**src/swmhr_pkg.sv**
```systemverilog
// ----------------------------------------------------------------------------
// swmhr_pkg
// shared constants, codes and interface types for the stack block
// ----------------------------------------------------------------------------
`default_nettype none

package swmhr_pkg;

    localparam int STACK_DEPTH   = 16;
    localparam int ADDR_W        = $clog2(STACK_DEPTH);
    localparam int CNT_W         = $clog2(STACK_DEPTH + 1);
    localparam int WORD_W        = 32;
    localparam int MODE_W        = 2;
    localparam int STATUS_W      = 2;
    localparam int ENTRY_COUNT_W = 5;
    localparam int S_TDATA_W     = 32;
    localparam int M_TDATA_W     = 72;

    localparam logic [MODE_W-1:0] MODE_PUSH = 2'd0;
    localparam logic [MODE_W-1:0] MODE_POP  = 2'd1;
    localparam logic [MODE_W-1:0] MODE_REV  = 2'd2;

    localparam logic [STATUS_W-1:0] ST_OK    = 2'd0;
    localparam logic [STATUS_W-1:0] ST_FULL  = 2'd1;
    localparam logic [STATUS_W-1:0] ST_EMPTY = 2'd2;
    localparam logic [STATUS_W-1:0] ST_FEW   = 2'd3;

    localparam logic [WORD_W-1:0] POP_EMPTY_WORD = '1;

    typedef struct packed {
        logic latch;
        logic exec;
        logic mid_rd;
        logic sw_rd;
        logic sw_wa;
        logic sw_wb;
        logic load_out;
    } swmhr_cmd_t;

    typedef struct packed {
        logic rev_swaps;
        logic more_swaps;
        logic out_free;
    } swmhr_stat_t;

endpackage

`default_nettype wire

```
**src/stack_with_middle_and_half_reverse_top.sv**
```systemverilog
// ----------------------------------------------------------------------------
// stack_with_middle_and_half_reverse_top
// bounded stack of 32-bit words with middle tap and bottom-half reversal
// ----------------------------------------------------------------------------
// input stream carries one operation per transaction: s_tuser holds the mode
// (push, pop, reverse bottom half), s_tdata the word to push. every input
// transaction yields exactly one result transaction on the m_ side: m_tuser
// holds the status, m_tdata the popped word, the middle entry, its valid flag
// and the entry count.
// m_tvalid rises once an accepted push, pop or rejected operation has passed
// the execute, middle read and result load states; a reversal adds a swap loop
// before the middle read for each swapped pair (read both entries, then two
// writes through the single memory write port), at most STACK_DEPTH/4 pairs.
// one operation is in flight at a time; s_tready is high only while idle, so
// even with the result side ready a new operation is accepted only after the
// previous one, with any swaps of a reversal, has loaded its result.
// a finished result sits in an output register, so the next operation is
// accepted while it waits; if m_tready stays low, the following operation
// halts before its result load until the register frees.
// reset empties the stack and drops m_tvalid; memory contents are not cleared
// ----------------------------------------------------------------------------
`default_nettype none

module stack_with_middle_and_half_reverse_top
    import swmhr_pkg::*;
(
    input  wire logic                  aclk,
    input  wire logic                  aresetn,
    input  wire logic                  s_tvalid,
    output logic                       s_tready,
    input  wire logic [S_TDATA_W-1:0]  s_tdata,   // [31:0] push_value
    input  wire logic [MODE_W-1:0]     s_tuser,   // [1:0] mode
    output logic                       m_tvalid,
    input  wire logic                  m_tready,
    output logic [M_TDATA_W-1:0]       m_tdata,   // [31:0] popped_value, [63:32] middle_value,
                                                  // [64] middle_valid, [69:65] entry_count,
                                                  // [71:70] zero
    output logic [STATUS_W-1:0]        m_tuser    // [1:0] status
);

    swmhr_cmd_t                cmd;
    swmhr_stat_t               stat;
    logic [STATUS_W-1:0]       out_status;
    logic [WORD_W-1:0]         out_popped;
    logic [WORD_W-1:0]         out_middle;
    logic                      out_mid_valid;
    logic [ENTRY_COUNT_W-1:0]  out_count;

    swmhr_ctrl u_ctrl (
        .aclk     (aclk),
        .aresetn  (aresetn),
        .s_tvalid (s_tvalid),
        .s_tready (s_tready),
        .cmd      (cmd),
        .stat     (stat)
    );

    swmhr_dp u_dp (
        .aclk          (aclk),
        .aresetn       (aresetn),
        .cmd           (cmd),
        .stat          (stat),
        .in_mode       (s_tuser),
        .in_value      (s_tdata[WORD_W-1:0]),
        .m_tready      (m_tready),
        .m_tvalid      (m_tvalid),
        .out_status    (out_status),
        .out_popped    (out_popped),
        .out_middle    (out_middle),
        .out_mid_valid (out_mid_valid),
        .out_count     (out_count)
    );

    assign m_tuser = out_status;
    assign m_tdata = {(M_TDATA_W - 2*WORD_W - 1 - ENTRY_COUNT_W)'(0),
                      out_count, out_mid_valid, out_middle, out_popped};

endmodule

`default_nettype wire

```
**src/swmhr_ctrl.sv**
```systemverilog
// ----------------------------------------------------------------------------
// swmhr_ctrl
// operation sequencer: accept, execute, swap loop, middle read, result load
// ----------------------------------------------------------------------------
`default_nettype none

module swmhr_ctrl
    import swmhr_pkg::*;
(
    input  wire logic        aclk,
    input  wire logic        aresetn,
    input  wire logic        s_tvalid,
    output logic             s_tready,
    output swmhr_cmd_t       cmd,
    input  wire swmhr_stat_t stat
);

    typedef enum logic [6:0] {
        S_IDLE = 7'b0000001,
        S_EXEC = 7'b0000010,
        S_SWRD = 7'b0000100,
        S_SWWA = 7'b0001000,
        S_SWWB = 7'b0010000,
        S_MID  = 7'b0100000,
        S_FIN  = 7'b1000000
    } state_t;

    state_t state_reg, state_next;

    always_ff @(posedge aclk) begin
        if (!aresetn) begin
            state_reg <= S_IDLE;
        end else begin
            state_reg <= state_next;
        end
    end

    always_comb begin
        state_next = state_reg;
        cmd        = '0;
        s_tready   = 1'b0;
        unique case (state_reg)
            S_IDLE: begin
                s_tready  = 1'b1;
                cmd.latch = s_tvalid;
                if (s_tvalid) begin
                    state_next = S_EXEC;
                end
            end
            S_EXEC: begin
                cmd.exec   = 1'b1;
                state_next = stat.rev_swaps ? S_SWRD : S_MID;
            end
            S_SWRD: begin
                cmd.sw_rd  = 1'b1;
                state_next = S_SWWA;
            end
            S_SWWA: begin
                cmd.sw_wa  = 1'b1;
                state_next = S_SWWB;
            end
            S_SWWB: begin
                cmd.sw_wb  = 1'b1;
                state_next = stat.more_swaps ? S_SWRD : S_MID;
            end
            S_MID: begin
                cmd.mid_rd = 1'b1;
                state_next = S_FIN;
            end
            S_FIN: begin
                if (stat.out_free) begin
                    cmd.load_out = 1'b1;
                    state_next   = S_IDLE;
                end
            end
            default: begin
                state_next = S_IDLE;
            end
        endcase
    end

endmodule

`default_nettype wire

```
**src/swmhr_dp.sv**
```systemverilog
// ----------------------------------------------------------------------------
// swmhr_dp
// stack memory, entry count, swap pointers and the result register
// ----------------------------------------------------------------------------
`default_nettype none

module swmhr_dp
    import swmhr_pkg::*;
(
    input  wire logic                 aclk,
    input  wire logic                 aresetn,
    input  wire swmhr_cmd_t           cmd,
    output swmhr_stat_t               stat,
    input  wire logic [MODE_W-1:0]    in_mode,
    input  wire logic [WORD_W-1:0]    in_value,
    input  wire logic                 m_tready,
    output logic                      m_tvalid,
    output logic [STATUS_W-1:0]       out_status,
    output logic [WORD_W-1:0]         out_popped,
    output logic [WORD_W-1:0]         out_middle,
    output logic                      out_mid_valid,
    output logic [ENTRY_COUNT_W-1:0]  out_count
);

    logic [WORD_W-1:0]   mem [STACK_DEPTH];
    logic [WORD_W-1:0]   rda_reg, rdb_reg;
    logic [MODE_W-1:0]   op_reg;
    logic [WORD_W-1:0]   val_reg;
    logic [CNT_W-1:0]    cnt_reg, cnt_next;
    logic [STATUS_W-1:0] status_reg, status_next;
    logic                pop_ok_reg, pop_ok_next;
    logic [ADDR_W-1:0]   lo_reg, lo_next, hi_reg, hi_next;
    logic                tvalid_reg;

    logic                wr_en;
    logic [ADDR_W-1:0]   wr_addr;
    logic [WORD_W-1:0]   wr_data;
    logic [CNT_W-1:0]    half;
    logic [CNT_W-1:0]    mid_full;
    logic [ADDR_W:0]     lo_inc, hi_dec;

    assign half     = cnt_reg >> 1;
    assign mid_full = (cnt_reg - CNT_W'(1)) >> 1;
    assign lo_inc   = {1'b0, lo_reg} + (ADDR_W+1)'(1);
    assign hi_dec   = {1'b0, hi_reg} - (ADDR_W+1)'(1);

    assign stat.rev_swaps  = (op_reg == MODE_REV) && ({1'b0, cnt_reg} >= (CNT_W+1)'(4));
    assign stat.more_swaps = lo_inc < hi_dec;
    assign stat.out_free   = !tvalid_reg || m_tready;

    // operation execute, count and swap pointers
    always_comb begin
        cnt_next    = cnt_reg;
        status_next = status_reg;
        pop_ok_next = pop_ok_reg;
        lo_next     = lo_reg;
        hi_next     = hi_reg;
        wr_en       = 1'b0;
        wr_addr     = lo_reg;
        wr_data     = rdb_reg;
        if (cmd.exec) begin
            status_next = ST_OK;
            pop_ok_next = 1'b0;
            unique case (op_reg)
                MODE_PUSH: begin
                    if (cnt_reg == CNT_W'(STACK_DEPTH)) begin
                        status_next = ST_FULL;
                    end else begin
                        wr_en    = 1'b1;
                        wr_addr  = cnt_reg[ADDR_W-1:0];
                        wr_data  = val_reg;
                        cnt_next = cnt_reg + CNT_W'(1);
                    end
                end
                MODE_POP: begin
                    if (cnt_reg == '0) begin
                        status_next = ST_EMPTY;
                    end else begin
                        pop_ok_next = 1'b1;
                        cnt_next    = cnt_reg - CNT_W'(1);
                    end
                end
                MODE_REV: begin
                    if (cnt_reg < CNT_W'(2)) begin
                        status_next = ST_FEW;
                    end else begin
                        lo_next = '0;
                        hi_next = ADDR_W'(half - CNT_W'(1));
                    end
                end
                default: begin
                end
            endcase
        end else if (cmd.sw_wa) begin
            wr_en   = 1'b1;
            wr_addr = lo_reg;
            wr_data = rdb_reg;
        end else if (cmd.sw_wb) begin
            wr_en   = 1'b1;
            wr_addr = hi_reg;
            wr_data = rda_reg;
            lo_next = lo_inc[ADDR_W-1:0];
            hi_next = hi_dec[ADDR_W-1:0];
        end
    end

    always_ff @(posedge aclk) begin
        if (wr_en) begin
            mem[wr_addr] <= wr_data;
        end
        if (cmd.sw_rd) begin
            rda_reg <= mem[lo_reg];
            rdb_reg <= mem[hi_reg];
        end else if (cmd.mid_rd) begin
            rda_reg <= mem[mid_full[ADDR_W-1:0]];
            rdb_reg <= mem[cnt_reg[ADDR_W-1:0]];
        end
    end

    always_ff @(posedge aclk) begin
        if (!aresetn) begin
            cnt_reg <= '0;
        end else begin
            cnt_reg <= cnt_next;
        end
        status_reg <= status_next;
        pop_ok_reg <= pop_ok_next;
        lo_reg     <= lo_next;
        hi_reg     <= hi_next;
        if (cmd.latch) begin
            op_reg  <= in_mode;
            val_reg <= in_value;
        end
    end

    // result register
    always_ff @(posedge aclk) begin
        if (!aresetn) begin
            tvalid_reg <= 1'b0;
        end else if (cmd.load_out) begin
            tvalid_reg <= 1'b1;
        end else if (m_tready) begin
            tvalid_reg <= 1'b0;
        end
        if (cmd.load_out) begin
            out_status    <= status_reg;
            out_popped    <= pop_ok_reg ? rdb_reg :
                             (status_reg == ST_EMPTY) ? POP_EMPTY_WORD : '0;
            out_middle    <= (cnt_reg != '0) ? rda_reg : '0;
            out_mid_valid <= (cnt_reg != '0);
            out_count     <= ENTRY_COUNT_W'(cnt_reg);
        end
    end

    assign m_tvalid = tvalid_reg;

endmodule

`default_nettype wire

```
**config.mk**
```make
export PLATFORM = sky130hd
export DESIGN_NAME = stack_with_middle_and_half_reverse_top
export DESIGN_NICKNAME = d
export VERILOG_FILES = /design/src/swmhr_pkg.sv /design/src/stack_with_middle_and_half_reverse_top.sv /design/src/swmhr_ctrl.sv /design/src/swmhr_dp.sv
export SDC_FILE = /design/constraint.sdc
export NUM_CORES = 1
export LEC_CHECK = 0
export BUFFER_PORTS_ARGS = -buffer_cell sky130_fd_sc_hd__clkbuf_2
export CORE_UTILIZATION = 65
export DETAILED_ROUTE_END_ITERATION = 8
export PLACE_DENSITY = 0.92
export SYNTH_ARGS = -nofsm -noshare
export SYNTH_HDL_FRONTEND = slang
export SYNTH_SLANG_ARGS = --single-unit
```
**constraint.sdc**
```tcl
create_clock -name aclk -period 8.2 [get_ports aclk]
set_input_delay 2.46 -clock aclk [delete_from_list [all_inputs] [get_ports aclk]]
set_output_delay 2.46 -clock aclk [all_outputs]
set_load 0.02 [all_outputs]
```
==> impl_metrics.tcl <==
set metrics [dict create \
    drv_slew 0 \
    post-cts-setup-buffer-count 0 \
    die_y_um 248 \
    synth_area_leaders "edfxtp_1, mux4_2, nor2_1" \
    wl_per_cell_um 41.0 \
    regMostFlops "u_dp.mem" \
    postSynthCellCount 2134 \
    hold_class "reg2reg" \
    async_flop_share_pct 0 \
    cts_resized 0 \
    gp_congestion 0.869 \
    period_share_pct 56.1 \
    area_growth_syn_to_layout_pct 9.38 \
    tightest_slew_ns 1.25 \
    start_kind "register" \
    boundaryPins 114 \
    ir_worst_vdd_v 0.000150 \
    largest_register_ffs 512 \
    synth_edf_count 693 \
    fin_nets 2230 \
    cp_slowest_cell "or4_1" \
    utilization_pct 72.5 \
    p_per_area_mw_per_mm2 175 \
    end_kind "output port" \
    postSynthAreaPerCell_sq_um 18.4 \
    via_per_inst 8.80 \
    die_x_um 248 \
    cts.sinks 718 \
    synth-main-ff-cell "edfxtp_1" \
    rsz0062_at_grt "no" \
    maxCapViolCount 0 \
    cts_htree_levels 3 \
    critPathArrivalTime_ns 2.14 \
    io_buffers 111 \
    synth_top_area_share_pct 52.9 \
    setup_violations 0 \
    cts_tree "built" \
    placed_area_sq_mm 0.0407 \
    fmax_mhz 217 \
    finish.instance_area_sq_mm 0.0430 \
    drive_gt1_share_pct 42.6 \
    min_period_ns 4.60 \
    ant_nets 0 \
    clkTransAtPathRegs_ns 0.06 \
    yosys_register_bits 718 \
    hold_violations 0 \
    slew_headroom_pct 16.2 \
    antenna_found_initial 1 \
    grt_pass1_wl_mm 180 \
    clockRootBuffer "clkbuf_16" \
    critPathMaxFanout 7 \
    synthDistinctLibCells 56 \
    clk_path_buf_depth 3 \
    synth_area_sq_mm 0.0393 \
    design.die.area_sq_mm 0.0615 \
    drtPass1Iterations 8 \
    grtUsageTotal_pct 41.6 \
    first_iter_violations 5066 \
    holdBufCountCts 0 \
    fp-row-count 89 \
    drc_errors 0 \
    path_cells "or4_1 -> nor2_1 -> nand3b_1 -> inv_1 -> clkbuf_2" \
    ys_warn_count 0 \
    grt_pass1_vias 26800 \
    clock_skew_ns 0.0240 \
    yosys.area.top_type "edfxtp_1" \
    grt_max_degree 105 \
    clock_latency_ns 0.64 \
    power.leakage_nw 13.7 \
    critPathRequiredTime_ns 5.74 \
    totalWireLength_mm 123 \
    critical_path.max_stage_delay_ns 0.53 \
    vias 26400 \
    grt_overflow_total 0 \
    initial_core_util_pct 66.3 \
    status "finished clean" \
    hpwl_mm 60.3 \
    crit_type "reg2out" \
    ys_seq_area_share_pct 54.2 \
    antennaDiodeCount 0 \
    nFillCells 3123 \
    cts_made_buffers 73 \
    core_sq_mm 0.0594 \
    finalSetupTns_ns 0 \
]
[metal layers]
layer	vias up	global-route usage (%)	wire length (um)
li1	9285	-	-
met3	834	14.3	20300
met2	3272	63.2	57000
met1	13000	51.9	35900
met5	-	0	0
met4	0	25.8	9830
[worst paths after layout]
| kind | startpoint | endpoint | slack [ns] | depth (start not counted) |
|---|---|---|---|---|
| min | u_dp.status_reg[1] | u_dp.out_status[1] | 0.44 | 0 |
| max reg2reg | u_ctrl.state_reg[1] | u_dp.mem[11][23] | 3.80 | 8 |
| min reg2reg | u_dp.status_reg[1] | u_dp.out_status[1] | 0.44 | 0 |
| max | u_ctrl.state_reg[1] | s_tready | 3.60 | 5 |
[critical path, delay by kind of cell (launching register included)]
family,cells,cell delay (ns)
and+or+nand+nor,3,0.85
DFF,1,0.37
buffers and inverters,2,0.29
[power breakdown]
group	internal [mW]	total, mW	switching [mW]	leakage [nW]
sequential	4.00	4.02	0.0157	6.46
combinational	0.0682	0.178	0.110	6.08
clock	1.90	3.34	1.44	1.14
total	5.97	7.53	1.56	13.7
[cell type report]
| class | count | area (sq um) | area share, % |
|---|---|---|---|
| Inverter | 13 | 48.8 | 0.113 |
| Clock inverter | 33 | 284 | 0.660 |
| Timing Repair Buffer | 159 | 966 | 2.25 |
| Multi-Input combinational cell | 1214 | 17400 | 40.4 |
| Clock buffer | 92 | 2030 | 4.71 |
| Sequential cell | 718 | 21300 | 49.6 |
| Tap cell | 773 | 967 | 2.25 |
[Yosys cell counts (5+ instances only)]
cell,instances
xor2_1,6
a21oi_1,10
nor2_1,188
xnor2_1,7
mux2_2,36
ha_1,13
edfxtp_1,693
a31oi_1,35
nand2_1,89
clkbuf_1,117
a21o_1,33
inv_1,13
mux4_2,608
and2_1,42
nand2b_1,5
buf_1,15
nor3_1,7
o21ai_0,11
buf_2,54
o22ai_1,65
nor2b_1,6
dfxtp_1,25
[metrics by stage]
stage	power (mW)	hold WS [ns]	std cells	worst slack (ns)
2_1_floorplan	4.20	0.418	2135	1.90
3_3_place_gp	4.25	0.435	2877	3.61
3_5_place_dp	4.26	0.433	2877	3.46
4_1_cts	7.51	0.448	3002	3.64
5_1_grt	7.66	0.468	3002	3.49
6_report	7.53	0.444	3002	3.60
[cell families after synthesis]
logic type | after synthesis | share of synthesized area [%]
flip-flops | 718 | 54.2
multiplexers | 647 | 35.9
AND/OR/NAND/NOR | 364 | 4.09
buffers and inverters | 203 | 2.16
AO/OA/AOI/OAI | 175 | 2.94
adder cells (fa/ha/maj) | 13 | 0.414
XOR/XNOR | 13 | 0.289
other | 1 | 0.00953
[cells in the final DEF (no fill, tap or decap), types with 6 or more instances in the layout]
| cell type | n |
|---|---|
| edfxtp_1 | 693 |
| mux4_2 | 608 |
| nor2_1 | 172 |
| clkbuf_2 | 111 |
| nand2_1 | 87 |
| clkbuf_16 | 79 |
| o22ai_1 | 65 |
| buf_4 | 44 |
| and2_1 | 41 |
| mux2_2 | 36 |
| a31oi_1 | 35 |
| a21o_1 | 33 |
| nor2_4 | 16 |
| inv_1 | 13 |
| clkinv_1 | 13 |
| clkbuf_1 | 13 |
| dfxtp_1 | 13 |
| ha_1 | 12 |
| clkinv_2 | 12 |
| o21ai_0 | 11 |
| a21oi_1 | 10 |
| nor3_1 | 7 |
| xnor2_1 | 6 |
| dfxtp_4 | 6 |
| dfxtp_2 | 6 |
Power figures use the tool's default switching activity.
